**src/rtl/bmrs_pkg.sv**
```systemverilog
// Shared types and constants of the block-mapped read splitter.
`default_nettype none
package bmrs_pkg;

    // Sequencer states
    typedef enum logic [2:0] {
        S_IDLE,
        S_ACK,
        S_CHECK,
        S_DECIDE,
        S_SEG
    } state_t;

    // Result status codes
    localparam logic [1:0] ST_SEG   = 2'd0;
    localparam logic [1:0] ST_RANGE = 2'd1;
    localparam logic [1:0] ST_MANY  = 2'd2;
    localparam logic [1:0] ST_ACK   = 2'd3;

    // Function codes of an input word
    localparam logic FUNC_LOAD = 1'b0;
    localparam logic FUNC_READ = 1'b1;

    // Register indexes (paddr[2])
    localparam logic REG_LOG2   = 1'b0;
    localparam logic REG_STREAM = 1'b1;

    // Block size limits and reset value
    localparam logic [4:0] LOG2_MIN = 5'd6;
    localparam logic [4:0] LOG2_MAX = 5'd16;
    localparam logic [4:0] LOG2_RST = 5'd12;

    // A read may span at most this many blocks
    localparam logic [31:0] SEG_LIMIT = 32'd64;

    // Configuration as seen by the sequencer
    typedef struct packed {
        logic [4:0]  blk_log2;     // clamped to LOG2_MIN..LOG2_MAX
        logic [31:0] stream_size;
    } cfg_t;

endpackage
`default_nettype wire

```
**src/rtl/bmrs_cfg.sv**
```systemverilog
// APB register file: block size and stream size.
`default_nettype none
module bmrs_cfg
(
    input  wire logic          clk,
    input  wire logic          rst_n,
    input  wire logic          psel,
    input  wire logic          penable,
    input  wire logic          pwrite,
    input  wire logic [2:0]    paddr,
    input  wire logic [31:0]   pwdata,
    output logic      [31:0]   prdata,
    output logic               pready,
    output bmrs_pkg::cfg_t     cfg
);

    logic [4:0]  log2_reg;
    logic [31:0] stream_reg;
    logic        wr_en;

    assign pready = 1'b1;
    assign wr_en  = psel && penable && pwrite;

    // register writes
    always_ff @(posedge clk or negedge rst_n)
    begin
        if (!rst_n)
        begin
            log2_reg   <= bmrs_pkg::LOG2_RST;
            stream_reg <= 32'd0;
        end
        else if (wr_en)
        begin
            unique case (paddr[2])
                bmrs_pkg::REG_LOG2:   log2_reg   <= pwdata[4:0];
                bmrs_pkg::REG_STREAM: stream_reg <= pwdata;
                default:              stream_reg <= pwdata;
            endcase
        end
    end

    // read back
    always_comb
    begin
        unique case (paddr[2])
            bmrs_pkg::REG_LOG2:   prdata = {27'd0, log2_reg};
            bmrs_pkg::REG_STREAM: prdata = stream_reg;
            default:              prdata = 32'd0;
        endcase
    end

    // clamp block size into its legal range
    always_comb
    begin
        cfg.stream_size = stream_reg;
        if (log2_reg < bmrs_pkg::LOG2_MIN)
            cfg.blk_log2 = bmrs_pkg::LOG2_MIN;
        else if (log2_reg > bmrs_pkg::LOG2_MAX)
            cfg.blk_log2 = bmrs_pkg::LOG2_MAX;
        else
            cfg.blk_log2 = log2_reg;
    end

endmodule
`default_nettype wire

```
**config.mk**
```make
export PLATFORM = sky130hd
export DESIGN_NAME = bmrs_cfg
export DESIGN_NICKNAME = d
export VERILOG_FILES = /design/src/rtl/bmrs_pkg.sv /design/src/rtl/bmrs_cfg.sv
export SDC_FILE = /design/constraint.sdc
export NUM_CORES = 1
export LEC_CHECK = 0
export BUFFER_PORTS_ARGS = -buffer_cell sky130_fd_sc_hd__clkbuf_2
export CORE_ASPECT_RATIO = 1.75
export CORE_MARGIN = 10
export CORE_UTILIZATION = 38
export DETAILED_ROUTE_END_ITERATION = 6
export PLACE_DENSITY = 0.74
export SLEW_MARGIN = 20
export SYNTH_ARGS = -nofsm -noshare
export SYNTH_HDL_FRONTEND = slang
export SYNTH_SLANG_ARGS = --single-unit
export TNS_END_PERCENT = 50
```
**constraint.sdc**
```tcl
create_clock -name clk -period 1 [get_ports clk]
set_clock_uncertainty 0.15 [all_clocks]
set_input_delay 0.2 -clock clk [delete_from_list [all_inputs] [get_ports clk]]
set_output_delay 0.2 -clock clk [all_outputs]
set_load 0.02 [all_outputs]
```
==> key figures, run 1 <==
Run status
  – Status: finished, violations left
  – Failing checks: hold timing, setup timing

Power
  – Overall Power: between 7 and 8 mW
  – Leak: between 1.5 and 2 nW
  – VDD IR max: around 1500 uV
  – Power per Cell Area: between 2000 and 2500 mW/mm2

Clocking
  – CTS sink cnt: 37
  – Clock Tree Buf Depth: 2
  – Htree depth: 2
  – Clk root buf: clkbuf_8
  – Worst-path clk slew: approximately 0.080 ns
  – Num CTS Buffers: 5
  – CTS Hold Buffers Added: 1
  – CTS tree: yes
  – Worst-Skew Late Latency: around 0.29 ns

Floorplan
  – Ports: 110
  – Die Ht: 109 um
  – Initial Utilization: 0.390
  – Rows: 32
  – Die Footprint: between 0.007 and 0.008 mm2
  – Die X: around 71 um
  – CORE AREA: ~0.0044 mm2

Setup path
  – CP required: 0.65 ns
  – CP Cell Sequence: a21oi_2 -> nor3b_4 -> clkbuf_8
  – Worst reg-to-reg setup slack: -0.26 ns
  – Slowest-stage cell, CP: dfstp_2
  – Crit end category: primary output
  – Crit-path max cell delay: between 0.5 and 0.6 ns
  – Worst R2R End: stream_reg[24]
  – CP Launch Type: register
  – Crit-path leading delay family: flip-flops
  – Arrival @ worst endpoint: approximately 1.3 ns
  – Worst R2R Start: stream_reg[24]
  – Worst setup path class: reg -> out
  – Worst path bufs/invs: 1
  – Reg2reg path depth: 4
  – Worst-path fanout max: 3

Routing
  – Starting DRC count in detailed routing: 36
  – Drt wl/cell: approximately 22 um
  – Vias per cell: between 4 and 5
  – DRC: 0
  – Total iterations of the first detailed-routing run: 4
  – Final WL: around 7000 um
  – Via count: between 1500 and 2000
  – Antenna-violating nets left: 0

GRT
  – Vias in the first global route: about 1800
  – Initial antenna violation count: 0
  – Tot GR Track Use: 0.164
  – Largest net degree at the start of global routing: 38
  – First-pass GRT wire length: 9870 um
  – Gr ovfl total: 0

Timing
  – Max Fclk: 0.610 GHz
  – Final setup vio count: 100
  – Period minus WS final: approximately 1.6 ns
  – Final Hold Viols: 19
  – Tcrit/Tclk final: 1.64
  – RSZ-0062 raised after global routing: true
  – Final worst slack: -0.640 ns
  – Final Slew Violations: 0
  – WHS: -0.0196 ns

Min path
  – Sink of the worst hold path: stream_reg[7]
  – Hold Path Stages: 2
  – Hold Path Origin: pwdata[7]
  – Worst Hold Class: in -> reg

Placed design
  – I/O Buffers: 106
  – Post-DP HPWL: just over 4000 um
  – Pre-CTS WS: -0.412 ns
  – Inst Count DP: 289
  – GP Congestion: 0.714

Logic synthesis
  – Post-synthesis sequential area ratio: 0.545
  – Post-Synthesis Cells: around 130
  – Syn nets: roughly 170
  – Yosys Warn Count: 0
  – Post-synthesis cell area: ~0.0017 mm2
  – Post-synthesis register bit count: 37
  – Synth unique cells: 17
  – Mean Syn Cell Area: ~13 um2

Finish
  – Layout cells sized above 1: 0.857
  – Commonest non-fill, non-tap cells in the layout: 45 x buf_6, 43 x buf_8, 38 x clkbuf_2, 34 x mux2_4, 33 x dfrtp_1
  – Area Overhead vs Synth: 114%
  – Commonest non-fill, non-tap cell in the layout: buf_6
  – ANT cells: 0
  – Nets: between 300 and 400
  – Max reg flops: 32
  – Final non-filler cell total: between 300 and 400

Flow run
  – Max-cap violations: 0
how the worst max path moves through the flow:
stage                           start          end  slack [ns]  depth (start not counted)
after CTS                 log2_reg[3]      cfg[32]       -0.62                          3
after global routing      log2_reg[3]      cfg[32]       -0.69                          3
after detailed placement     paddr[2]  log2_reg[4]       -0.41                          3
after floorplan           log2_reg[3]      cfg[32]       -0.24                          2
final                     log2_reg[2]      cfg[32]       -0.64                          3
after global placement       paddr[2]  log2_reg[1]       -0.41                          3
through the flow:
stage | util | setup TNS, ns | cell area [um2]
6_report | 0.833 | -25.47 | 3640
5_1_grt | 0.833 | -28.33 | 3640
2_1_floorplan | - | -9.94 | 1880
3_5_place_dp | 0.578 | -22.27 | 2520
4_1_cts | 0.764 | -25.10 | 3330
3_3_place_gp | 0.578 | -21.99 | 2520
cell type report:
cell class                 instances  area (um2)
inverter                           2        7.51
tap                               51        63.8
multi-input combinational         79         938
fill                             228         727
sequential                        37         931
clock inverter                     1        5.00
timing repair buffer             153        1600
clock buffer                       7        96.3
synth_stat cells, drive strengths merged:
| cell | number | share of area |
|---|---|---|
| a21oi | 3 | 0.0088 |
| nor3b | 1 | 0.0044 |
| nor2b | 1 | 0.0037 |
| clkbuf | 4 | 0.0088 |
| buf | 5 | 0.031 |
| conb | 1 | 0.0022 |
| and2 | 27 | 0.099 |
| nand4b | 1 | 0.0051 |
| dfrtp | 35 | 0.51 |
| mux2 | 40 | 0.26 |
| nand2 | 2 | 0.0044 |
| inv | 2 | 0.0044 |
| nand4 | 1 | 0.012 |
| dfstp | 2 | 0.031 |
| o21ai | 2 | 0.0059 |
cell families (layout without fill, tap and decap cells):
group	count (synthesis)	count (layout)	synth area share
AO/OA/AOI/OAI	5	5	0.0147
buffers and inverters	11	163	0.0441
flip-flops	37	37	0.545
multiplexers	40	40	0.265
other	1	1	0.00220
AND/OR/NAND/NOR	33	33	0.129
power by group:
part | internal (mW) | switching (mW)
clock network | 0.623 | 0.541
logic | 2.47 | 1.64
registers | 1.85 | 0.311
total | 4.94 | 2.49
what timing repair did:
item                                    CTS  global route
buffers inserted                         27             6
hold endpoints to repair                 63            24
pin swaps                                27             1
gates resized for setup                 122           133
endpoints found under the setup margin  106            99
per-layer routing:
layer / vias to the layer above / track usage / share of wire / wire length [um]
met1: 825 / 0.145 / 0.31 / 2200
li1: 727 / - / - / -
met2: 69 / 0.324 / 0.60 / 4280
met4: 0 / 0.0458 / 0.019 / 134
met3: 10 / 0.0697 / 0.077 / 553
met5: - / 0 / 0 / 0
No activity file was read; power rests on OpenSTA's default activity.
==> run 2, diff against run 1 <==
--- a/config.mk
+++ b/config.mk
@@ -11,7 +11,8 @@
 export CORE_UTILIZATION = 38
 export DETAILED_ROUTE_END_ITERATION = 6
 export PLACE_DENSITY = 0.74
-export SLEW_MARGIN = 20
+export RECOVER_POWER = 100
+export SLEW_MARGIN = 40
 export SYNTH_ARGS = -nofsm -noshare
 export SYNTH_HDL_FRONTEND = slang
 export SYNTH_SLANG_ARGS = --single-unit
==> run 2 against run 1 <==
Die area unchanged. Count of clock-buffer cells in the layout stayed put. The flow still finishes with violations (hold timing, setup timing). Largest cell class unchanged. Setup slack worse by 0.0022 ns. Highest routed layer unchanged.
==> key figures, run 2 (synthesis gave the netlist of run 1 again) <==
Run status
  – Status: finished, violations left
  – Failing checks: hold timing, setup timing

GRT
  – Gr ovfl total: 0 (unchanged)
  – Vias in the first global route: 1815 (unchanged)
  – Grt peak-use layer: met2
  – Tot GR Track Use: 0.164 (unchanged)
  – First-pass GRT wire length: 9870 um (unchanged)
  – Met2 global-route usage: 0.324 (unchanged)
  – Global Route met1 Usage: 0.145 (unchanged)
  – Initial antenna violation count: 0 (unchanged)
  – Largest net degree at the start of global routing: 38 (unchanged)
  – Met3 Use GR: 0.0697 (unchanged)

Routing
  – Final WL: 7170 um (about the same)
  – Vias per cell: 4.91 (-0.74%)
  – DRC: 0 (unchanged)
  – Starting DRC count in detailed routing: 37 (+2.8%)
  – Via count: 1619 (-0.74%)
  – Antenna-violating nets left: 0 (unchanged)
  – Total iterations of the first detailed-routing run: 4 (unchanged)
  – Drt wl/cell: 21.7 um (about the same)

Finish
  – ANT cells: 0 (unchanged)
  – Area Overhead vs Synth: 113%
  – End-of-flow core utilization: 0.829 (-0.00401)
  – Commonest non-fill, non-tap cell in the layout: buf_6
  – Commonest non-fill, non-tap cells in the layout: 46 x buf_6, 44 x buf_8, 38 x clkbuf_2, 33 x mux2_4, 33 x dfrtp_1
  – Nets: 318 (unchanged)
  – Layout cells sized above 1: 0.853 (-0.00358)
  – Max reg flops: 32 (unchanged)
  – FILL cells: 234 (+2.6%)
  – Multi-input logic area: 935 um2 (-0.40%)
  – Reg area: 931 um2 (unchanged)

Placed design
  – I/O Buffers: 106 (unchanged)
  – GP Congestion: 0.714 (unchanged)
  – Post-DP HPWL: 4140 um (unchanged)

Setup path
  – Worst setup path class: reg -> out
  – CP required: 0.65 ns (about the same)
  – Crit-path leading delay family: flip-flops
  – Worst path bufs/invs: 1 (unchanged)
  – Worst-path fanout max: 5 (+2)
  – Crit-path max cell delay: 0.58 ns (about the same)
  – Critical Path Stages: 3 (unchanged)
  – Crit end category: primary output
  – Reg2reg path depth: 4 (unchanged)
  – Slowest-stage cell, CP: dfstp_2
  – CP Launch Type: register
  – CP Cell Sequence: a21oi_2 -> nor3b_4 -> clkbuf_8
  – Arrival @ worst endpoint: 1.29 ns (about the same)

Timing
  – Period minus WS final: 1.64 ns (+0.00222 ns)
  – Final worst slack: -0.642 ns (-0.00222 ns)
  – RSZ-0062 raised after global routing: true
  – Final Hold Viols: 21 (+2)
  – Final setup vio count: 100 (unchanged)
  – WHS: -0.0286 ns (-0.00895 ns)
  – Setup_tns: -25.61 ns (-0.142 ns)
  – Tcrit/Tclk final: 1.64 (+0.00222)
  – Max Fclk: 0.609 GHz (-0.13%)
  – Final Slew Violations: 0 (unchanged)

Power
  – Power per Cell Area: 2050 mW/mm2 (+0.31%)
  – VDD IR max: 1530 uV (about the same)
  – Leak: 1.89 nW (-0.59%)

Clocking
  – CTS sink cnt: 37 (unchanged)
  – Num CTS Buffers: 5 (unchanged)
  – CTS Hold Buffers Added: 1 (unchanged)
  – Worst-path clk slew: 0.08 ns (about the same)
  – CTS tree: yes
  – Clk root buf: clkbuf_8
  – Clock Tree Buf Depth: 2 (unchanged)
  – Htree depth: 2 (unchanged)
  – Worst-Skew Late Latency: 0.29 ns (about the same)

Floorplan
  – Initial Utilization: 0.390 (unchanged)
  – Die Ht: 109 um (unchanged)
  – Ports: 110 (unchanged)
  – Die Footprint: 0.00766 mm2 (unchanged)
  – Rows: 32 (unchanged)
  – CORE AREA: 0.00436 mm2 (unchanged)
  – Die X: 70.6 um (unchanged)

Min path
  – Hold Path Stages: 2 (unchanged)
  – Worst Hold Class: in -> reg

Flow run
  – Max-cap violations: 0 (unchanged)
## run 2: cell counts in the layout (fill, tap and decap cells not counted)
Identical to the previous run, type by type.
## run 2: timing repair
| item | in CTS | in global routing |
|---|---|---|
| hold endpoints to repair | 63 | 24 |
| gates resized for setup | 122 | 133 |
| setup buffers | 27 | 6 |
| pin swaps | 27 | 1 |
| gates cloned | 0 | 0 |
| setup endpoints to repair | 106 | 99 |
## run 2: metal layers
metal,vias to the layer above,part of all wire
li1,725,-
met1,814,0.30
met2,69,0.60
met3,11,0.079
met4,0,0.019
met5,-,0
## run 2: area by class of cell
| class | instances | share of cell area |
|---|---|---|
| repair buffers | 153 | 0.437 |
| multi-input cells | 79 | 0.258 |
| flip-flops and latches | 37 | 0.257 |
| clock buffers | 7 | 0.0266 |
| well taps | 51 | 0.0176 |
| inverters | 2 | 0.00207 |
| clock inverters | 1 | 0.00138 |
## run 2: worst register-to-register path: cells and delay by family, from the launching register on
kind / cells / cell delay, ns
mux: 1 / 0.25
flops: 1 / 0.41
buf+inv: 3 / 0.35
## run 2: path summary, 6_finish.rpt
path	start	end	slack [ns]
setup / recovery	log2_reg[3]	cfg[32]	-0.64
min in group asynchronous	rst_n	stream_reg[29]	0.28
max in group asynchronous	rst_n	log2_reg[3]	0.11
setup reg to reg	stream_reg[24]	stream_reg[24]	-0.26
hold / removal	pwdata[7]	stream_reg[7]	-0.03
hold reg to reg	stream_reg[21]	stream_reg[21]	0.40
## run 2: metrics by stage
stage                     instance area [um2]  power, mW  std cells  setup slack, ns
after floorplan                          1880       3.53        127           -0.241
after global placement                   2520       4.41        289           -0.412
after detailed placement                 2520       4.46        289           -0.412
after CTS                                3330       6.67        324           -0.622
after global routing                     3620       7.73        330           -0.688
final                                    3620       7.41        330           -0.642
## run 2: where the power goes
| group | internal [mW] | switching [mW] |
|---|---|---|
| sequential | 1.85 | 0.312 |
| clock | 0.623 | 0.538 |
| combinational | 2.46 | 1.64 |
