## config.mk

```make
export PLATFORM = sky130hd
export DESIGN_NAME = bmrs_ctrl
export DESIGN_NICKNAME = d
export VERILOG_FILES = /design/src/rtl/bmrs_pkg.sv /design/src/rtl/bmrs_ctrl.sv
export SDC_FILE = /design/constraint.sdc
export NUM_CORES = 1
export LEC_CHECK = 0
export ABC_AREA = 1
export BUFFER_PORTS_ARGS = -buffer_cell sky130_fd_sc_hd__buf_2
export CAP_MARGIN = 30
export CORE_MARGIN = 2
export CORE_UTILIZATION = 60
export DETAILED_ROUTE_END_ITERATION = 7
export PLACE_DENSITY = 0.81
export SYNTH_ARGS = -nofsm -noshare
export SYNTH_HDL_FRONTEND = slang
export SYNTH_SLANG_ARGS = --single-unit
```

## constraint.sdc

```tcl
create_clock -name clk -period 22.8 [get_ports clk]
set_input_delay 1.14 -clock clk [delete_from_list [all_inputs] [get_ports clk]]
set_output_delay 1.14 -clock clk [all_outputs]
set_load 0.005 [all_outputs]
```

## src/rtl/bmrs_pkg.sv

```systemverilog
// Shared types and constants of the block-mapped read splitter.
`default_nettype none
package bmrs_pkg;

    // Sequencer states
    typedef enum logic [2:0] {
        S_IDLE,
        S_ACK,
        S_CHECK,
        S_DECIDE,
        S_SEG
    } state_t;

    // Result status codes
    localparam logic [1:0] ST_SEG   = 2'd0;
    localparam logic [1:0] ST_RANGE = 2'd1;
    localparam logic [1:0] ST_MANY  = 2'd2;
    localparam logic [1:0] ST_ACK   = 2'd3;

    // Function codes of an input word
    localparam logic FUNC_LOAD = 1'b0;
    localparam logic FUNC_READ = 1'b1;

    // Register indexes (paddr[2])
    localparam logic REG_LOG2   = 1'b0;
    localparam logic REG_STREAM = 1'b1;

    // Block size limits and reset value
    localparam logic [4:0] LOG2_MIN = 5'd6;
    localparam logic [4:0] LOG2_MAX = 5'd16;
    localparam logic [4:0] LOG2_RST = 5'd12;

    // A read may span at most this many blocks
    localparam logic [31:0] SEG_LIMIT = 32'd64;

    // Configuration as seen by the sequencer
    typedef struct packed {
        logic [4:0]  blk_log2;     // clamped to LOG2_MIN..LOG2_MAX
        logic [31:0] stream_size;
    } cfg_t;

endpackage
`default_nettype wire

```

## src/rtl/bmrs_ctrl.sv

```systemverilog
// Sequencer: range checks, segment splitting and result register.
`default_nettype none
module bmrs_ctrl
#(
    parameter int MAX_BLOCKS = 4096,
    parameter int IDX_W      = 12
)
(
    input  wire logic             clk,
    input  wire logic             rst_n,
    input  wire bmrs_pkg::cfg_t   cfg,
    input  wire logic             start,
    output logic                  busy,
    input  wire logic             func,
    input  wire logic [11:0]      entry_index,
    input  wire logic [31:0]      entry_block,
    input  wire logic [31:0]      stream_offset,
    input  wire logic [31:0]      read_length,
    output logic                  mem_we,
    output logic      [IDX_W-1:0] mem_waddr,
    output logic      [31:0]      mem_wdata,
    output logic                  mem_re,
    output logic      [IDX_W-1:0] mem_raddr,
    input  wire logic [31:0]      mem_rdata,
    output logic                  result_valid,
    output logic      [47:0]      src_addr,
    output logic      [31:0]      dst_offset,
    output logic      [16:0]      seg_length,
    output logic      [1:0]       status,
    output logic                  last
);

    localparam logic [31:0] MAX32 = 32'(MAX_BLOCKS);
    localparam logic [16:0] MAX17 = 17'(MAX_BLOCKS);

    bmrs_pkg::state_t state_reg, state_next;

    // latched item
    logic [11:0] idx_reg;
    logic [31:0] eblk_reg;
    logic [31:0] off_reg;
    logic [31:0] len_reg;
    logic [4:0]  l_reg;
    logic [32:0] end_reg;
    logic [32:0] endm1_reg;

    // check results
    logic [31:0] first_reg;
    logic [31:0] lastb_reg;
    logic        over_stream_reg;

    // segment walk
    logic [IDX_W-1:0] blk_reg;
    logic [15:0]      within_reg;
    logic [31:0]      remain_reg;
    logic [31:0]      done_reg;
    logic             zsrc_reg;

    // table read stage
    logic        p1_valid_reg;
    logic [15:0] p1_within_reg;
    logic [16:0] p1_seg_reg;
    logic [31:0] p1_dst_reg;
    logic        p1_last_reg;
    logic        p1_zsrc_reg;

    // result register
    logic        result_valid_reg;
    logic [47:0] src_reg;
    logic [31:0] dst_reg;
    logic [16:0] seglen_reg;
    logic [1:0]  status_reg;
    logic        last_reg;

    logic        accept;
    logic        idx_ok;
    logic [16:0] bsize;
    logic [16:0] bsize_m1;
    logic [16:0] room;
    logic        seg_last;
    logic [16:0] seg_len;
    logic [31:0] span;
    logic        zero_len;
    logic        dec_err;
    logic [1:0]  dec_status;
    logic [47:0] shifted;
    logic [47:0] src_calc;

    assign accept   = start && (state_reg == bmrs_pkg::S_IDLE);
    assign idx_ok   = {5'd0, idx_reg} < MAX17;
    assign bsize    = 17'd1 << l_reg;
    assign bsize_m1 = bsize - 17'd1;

    // segment size: up to the block end or the rest of the read
    assign room     = bsize - {1'b0, within_reg};
    assign seg_last = remain_reg <= {15'd0, room};
    assign seg_len  = seg_last ? remain_reg[16:0] : room;

    // range and span decision
    assign span     = lastb_reg - first_reg;
    assign zero_len = (len_reg == 32'd0);

    always_comb
    begin
        dec_err    = 1'b0;
        dec_status = bmrs_pkg::ST_SEG;
        if (over_stream_reg)
        begin
            dec_err    = 1'b1;
            dec_status = bmrs_pkg::ST_RANGE;
        end
        else if (!zero_len)
        begin
            if (lastb_reg >= MAX32)
            begin
                dec_err    = 1'b1;
                dec_status = bmrs_pkg::ST_RANGE;
            end
            else if (span >= bmrs_pkg::SEG_LIMIT)
            begin
                dec_err    = 1'b1;
                dec_status = bmrs_pkg::ST_MANY;
            end
        end
    end

    // state register
    always_ff @(posedge clk or negedge rst_n)
    begin
        if (!rst_n)
            state_reg <= bmrs_pkg::S_IDLE;
        else
            state_reg <= state_next;
    end

    // next state
    always_comb
    begin
        state_next = state_reg;
        unique case (state_reg)
            bmrs_pkg::S_IDLE:
            begin
                if (start)
                    state_next = (func == bmrs_pkg::FUNC_LOAD) ? bmrs_pkg::S_ACK
                                                               : bmrs_pkg::S_CHECK;
            end
            bmrs_pkg::S_ACK:    state_next = bmrs_pkg::S_IDLE;
            bmrs_pkg::S_CHECK:  state_next = bmrs_pkg::S_DECIDE;
            bmrs_pkg::S_DECIDE: state_next = dec_err ? bmrs_pkg::S_IDLE : bmrs_pkg::S_SEG;
            bmrs_pkg::S_SEG:
            begin
                if (seg_last)
                    state_next = bmrs_pkg::S_IDLE;
            end
            default:            state_next = bmrs_pkg::S_IDLE;
        endcase
    end

    // state outputs
    always_comb
    begin
        busy   = 1'b1;
        mem_we = 1'b0;
        mem_re = 1'b0;
        unique case (state_reg)
            bmrs_pkg::S_IDLE: busy   = 1'b0;
            bmrs_pkg::S_ACK:  mem_we = idx_ok;
            bmrs_pkg::S_SEG:  mem_re = !zsrc_reg;
            default:          busy   = 1'b1;
        endcase
    end

    assign mem_waddr = IDX_W'(idx_reg);

    // datapath registers
    always_ff @(posedge clk)
    begin
        if (accept)
        begin
            idx_reg   <= entry_index;
            eblk_reg  <= entry_block;
            off_reg   <= stream_offset;
            len_reg   <= read_length;
            l_reg     <= cfg.blk_log2;
            end_reg   <= {1'b0, stream_offset} + {1'b0, read_length};
            endm1_reg <= {1'b0, stream_offset} + {1'b0, read_length} - 33'd1;
        end
        if (state_reg == bmrs_pkg::S_CHECK)
        begin
            over_stream_reg <= end_reg > {1'b0, cfg.stream_size};
            first_reg       <= off_reg >> l_reg;
            lastb_reg       <= endm1_reg[31:0] >> l_reg;
        end
        if (state_reg == bmrs_pkg::S_DECIDE)
        begin
            blk_reg    <= first_reg[IDX_W-1:0];
            within_reg <= off_reg[15:0] & bsize_m1[15:0];
            remain_reg <= len_reg;
            done_reg   <= 32'd0;
            zsrc_reg   <= first_reg >= MAX32;
        end
        if (state_reg == bmrs_pkg::S_SEG)
        begin
            blk_reg    <= blk_reg + IDX_W'(1);
            within_reg <= 16'd0;
            remain_reg <= remain_reg - {15'd0, seg_len};
            done_reg   <= done_reg + {15'd0, seg_len};
        end
        // table read stage
        p1_within_reg <= within_reg;
        p1_seg_reg    <= seg_len;
        p1_dst_reg    <= done_reg;
        p1_last_reg   <= seg_last;
        p1_zsrc_reg   <= zsrc_reg;
    end

    always_ff @(posedge clk or negedge rst_n)
    begin
        if (!rst_n)
            p1_valid_reg <= 1'b0;
        else
            p1_valid_reg <= (state_reg == bmrs_pkg::S_SEG);
    end

    // physical address of a segment
    assign shifted  = {16'd0, mem_rdata} << l_reg;
    assign src_calc = p1_zsrc_reg ? 48'd0 : shifted + {32'd0, p1_within_reg};

    // result register
    always_ff @(posedge clk or negedge rst_n)
    begin
        if (!rst_n)
            result_valid_reg <= 1'b0;
        else
            result_valid_reg <= p1_valid_reg || (state_reg == bmrs_pkg::S_ACK)
                                || ((state_reg == bmrs_pkg::S_DECIDE) && dec_err);
    end

    always_ff @(posedge clk)
    begin
        if (p1_valid_reg)
        begin
            src_reg    <= src_calc;
            dst_reg    <= p1_dst_reg;
            seglen_reg <= p1_seg_reg;
            status_reg <= bmrs_pkg::ST_SEG;
            last_reg   <= p1_last_reg;
        end
        else if (state_reg == bmrs_pkg::S_ACK)
        begin
            src_reg    <= 48'd0;
            dst_reg    <= 32'd0;
            seglen_reg <= 17'd0;
            status_reg <= idx_ok ? bmrs_pkg::ST_ACK : bmrs_pkg::ST_RANGE;
            last_reg   <= 1'b1;
        end
        else if (state_reg == bmrs_pkg::S_DECIDE)
        begin
            src_reg    <= 48'd0;
            dst_reg    <= 32'd0;
            seglen_reg <= 17'd0;
            status_reg <= dec_status;
            last_reg   <= 1'b1;
        end
    end

    assign mem_raddr    = blk_reg;
    assign mem_wdata    = eblk_reg;
    assign result_valid = result_valid_reg;
    assign src_addr     = src_reg;
    assign dst_offset   = dst_reg;
    assign seg_length   = seglen_reg;
    assign status       = status_reg;
    assign last         = last_reg;

endmodule
`default_nettype wire

```

==> flow_summary.json <==
{
  "max_cap_violations": 0,
  "cts_max_path_buffers": 3,
  "drt-wirelength-per-cell_um": 19.24,
  "drive_gt1_share_pct": 12.32,
  "cts_root_buffer": "clkbuf_16",
  "max_stage_delay_ps": 830,
  "die_h_um": 234.8,
  "path_class": "flip-flop to flip-flop",
  "syn_nets": 4357,
  "io-pin-count": 341,
  "maxSlewHeadroom_pct": 33.68,
  "ys.flop_type": "edfxtp_1",
  "cts_setup_buffers": 0,
  "r2r_start": "l_reg[4]$_DFFE_PP_",
  "rows": 84,
  "tns_ps": 0,
  "holdWs_ps": 296.8,
  "path_max_fanout": 53,
  "diodes": 0,
  "numCtsBuffers": 54,
  "grt_first_pass_wirelength_mm": 149.2,
  "die_w_um": 234.8,
  "clkSlewWorstSetupHoldPaths_ps": 70,
  "wl_met3_mm": 8.829,
  "met1_length_mm": 41.34,
  "layout_setup_ws_ps": 13240,
  "totalWireLength_mm": 96.91,
  "status": "finished clean",
  "cellPowerDensity_mw_per_mm2": 120.1,
  "fin_nets": 4660,
  "num_vias": 29120,
  "rsz0062_at_grt": "no",
  "hold_class": "primary input to asynchronous set/reset pin",
  "synth_area_per_cell_um2": 7.988,
  "core_area_mm2": 0.05266,
  "fmax_mhz": 104.6,
  "cts.htree.levels": 2,
  "start_util_pct": 60.71,
  "drc": 0,
  "grt_pass1_vias": 26780,
  "drtAntennaViolNets": 0,
  "reg2reg_slack_ps": 13240,
  "worstMarginPinSlew_ps": 994.9,
  "wl_met2_mm": 43.18,
  "drtIter0Drc": 3846,
  "cts_tree": "done",
  "dr.pass1.iters": 6,
  "required_ps": 23200,
  "via_per_inst": 5.781,
  "place_hpwl_mm": 75.80,
  "seq_area_frac_synth_pct": 44.98,
  "ys_seq_elements": 508,
  "area_delta_synth_final_pct": 13.00,
  "power.total_uw": 4337,
  "slowest_stage": "nand2_2",
  "grt_max_degree": 110,
  "regToRegEndpoint": "remain_reg[22]$_DFFE_PP_",
  "cts_hold_buf": 0,
  "clock_skew_ps": 61.10,
  "finalMaxSlewViolations": 0,
  "netlist_area_mm2": 0.03197,
  "pre_cts_ws_ps": 13450,
  "vdd_drop_max_uv": 75.60,
  "yosys_warnings": 0,
  "highest-signal-layer": "met4",
  "hold_viol": 0,
  "port_buffers": 340,
  "cts_resized": 0,
  "critPathMostFrequentCell": "nand2_1",
  "nFillCells": 4384,
  "die_area_mm2": 0.05514,
  "synth-async-reset-ratio_pct": 0.9843,
  "track_usage_pct": 34.27,
  "postLayoutCoreUtil_pct": 68.60,
  "synthCells": 4002,
  "critPathLaunchType": "flip-flop",
  "critPathCaptureType": "flip-flop",
  "gp_congestion": 1.022,
  "min_period_ps": 9556,
  "antenna_found_initial": 1,
  "cp.arrival_ps": 9960,
  "ys_types": 67,
  "clk_latency_ps": 660,
  "setup_viol": 0,
  "grt_overflow": 0,
  "r2r_cells": 53,
  "p_leak_uw": 0.01638,
  "synth_edf_count": 418,
  "period_share_pct": 41.91,
  "cts.sinks": 508,
  "largest_reg_flops": 48
}
[worst max-delay path by stage]
| stage | startpoint | depth (start not counted) | to | slack (ps) |
|---|---|---|---|---|
| after detailed placement | l_reg[0]$_DFFE_PP_ | 50 | remain_reg[22]$_DFFE_PP_ | 13450 |
| final | l_reg[4]$_DFFE_PP_ | 53 | remain_reg[22]$_DFFE_PP_ | 13240 |
| after global routing | l_reg[4]$_DFFE_PP_ | 53 | remain_reg[30]$_DFFE_PP_ | 12170 |
| after CTS | l_reg[0]$_DFFE_PP_ | 46 | remain_reg[22]$_DFFE_PP_ | 13410 |
| after floorplan | start | 2 | end_reg[0]$_DFFE_PP_ | 13590 |
| after global placement | l_reg[4]$_DFFE_PP_ | 53 | remain_reg[22]$_DFFE_PP_ | 13720 |
[cell families after synthesis]
kind of cell	count (synthesis)	share of synthesized area, %
compound gates	759	13.12
xor+xnor	101	2.767
fa+ha+maj	174	6.951
buf+inv	689	8.235
flops	508	44.98
mux	23	0.7202
simple gates	1748	23.22
[final cells by class]
| class | instances | area [µm²] | area share [%] |
|---|---|---|---|
| Tap cell | 688 | 860.8 | 2.383 |
| Sequential cell | 508 | 14380 | 39.80 |
| Clock inverter | 28 | 355.3 | 0.9837 |
| Timing Repair Buffer | 365 | 1909 | 5.286 |
| Inverter | 571 | 2143 | 5.933 |
| Clock buffer | 73 | 1485 | 4.111 |
| Multi-Input combinational cell | 2805 | 14990 | 41.50 |
[stage by stage]
stage | instances | cell area [µm²]
4_1_cts | 5037 | 36100
5_1_grt | 5038 | 36120
6_report | 5038 | 36120
3_3_place_gp | 4936 | 34260
3_5_place_dp | 4936 | 34260
2_1_floorplan | 4002 | 31970
[synthesized netlist by cell type (7+ instances only)]
cell / n / share of area (%)
buf_2: 12 / 0.19
nand2_2: 26 / 0.51
o21a_1: 28 / 0.66
o21bai_1: 7 / 0.16
nor3_1: 52 / 0.81
a21oi_1: 211 / 3.3
mux2i_1: 23 / 0.72
inv_2: 8 / 0.094
buf_1: 17 / 0.20
nand4_1: 59 / 1.2
clkbuf_1: 85 / 1.0
o22ai_1: 30 / 0.59
nor4_1: 27 / 0.53
edfxtp_1: 418 / 39
ha_1: 168 / 6.6
a221oi_1: 7 / 0.19
a22oi_1: 7 / 0.16
nor2_2: 11 / 0.22
o211ai_1: 20 / 0.47
nor2_1: 371 / 4.4
xnor2_1: 33 / 0.90
xor2_1: 68 / 1.9
nand2_1: 948 / 11
a21boi_0: 8 / 0.19
a31oi_1: 16 / 0.31
nand3_2: 7 / 0.22
inv_1: 561 / 6.6
o21ai_1: 25 / 0.39
dfxtp_1: 85 / 5.3
nand3b_1: 10 / 0.23
and3_1: 7 / 0.14
or2_2: 13 / 0.25
o21ai_0: 360 / 5.6
nand3_1: 200 / 3.1
[layout by cell type, fill, tap and decap left out, types with 9 or more instances in the layout]
master	Yosys	layout
nand2_1	948	946
inv_1	561	560
edfxtp_1	418	418
nor2_1	371	369
o21ai_0	360	360
buf_2	12	340
a21oi_1	211	211
nand3_1	200	199
ha_1	168	168
dfxtp_1	85	85
xor2_1	68	68
nand4_1	59	59
clkbuf_16	0	56
nor3_1	52	51
xnor2_1	33	33
o22ai_1	30	30
o21a_1	28	28
nor4_1	27	27
nand2_2	26	26
o21ai_1	25	25
buf_4	2	24
mux2i_1	23	23
o211ai_1	20	20
a31oi_1	16	16
clkbuf_1	85	15
or2_2	13	13
nor2_2	11	12
nand3b_1	10	10
clkinv_2	0	9
[metal layers]
metal / global-route usage, % / up-vias
met5: 0 / -
met2: 53.09 / 1552
met1: 49.88 / 13330
met3: 4.594 / 199
li1: - / 14050
met4: 11.33 / 0
[worst max-delay path, delay by kind of cell (launching register included)]
| family | cells | cell delay [ps] |
|---|---|---|
| flip-flops | 1 | 360 |
| adder cells (fa/ha/maj) | 4 | 1130 |
| AND/OR/NAND/NOR | 35 | 5110 |
| AO/OA/AOI/OAI | 6 | 1330 |
| buffers and inverters | 8 | 1350 |
[power breakdown]
| part | switching [µW] | internal (µW) |
|---|---|---|
| logic | 1340 | 613 |
| registers | 142 | 1330 |
| clock network | 390 | 521 |
| total | 1870 | 2460 |
(Power assumes the default switching activity.)
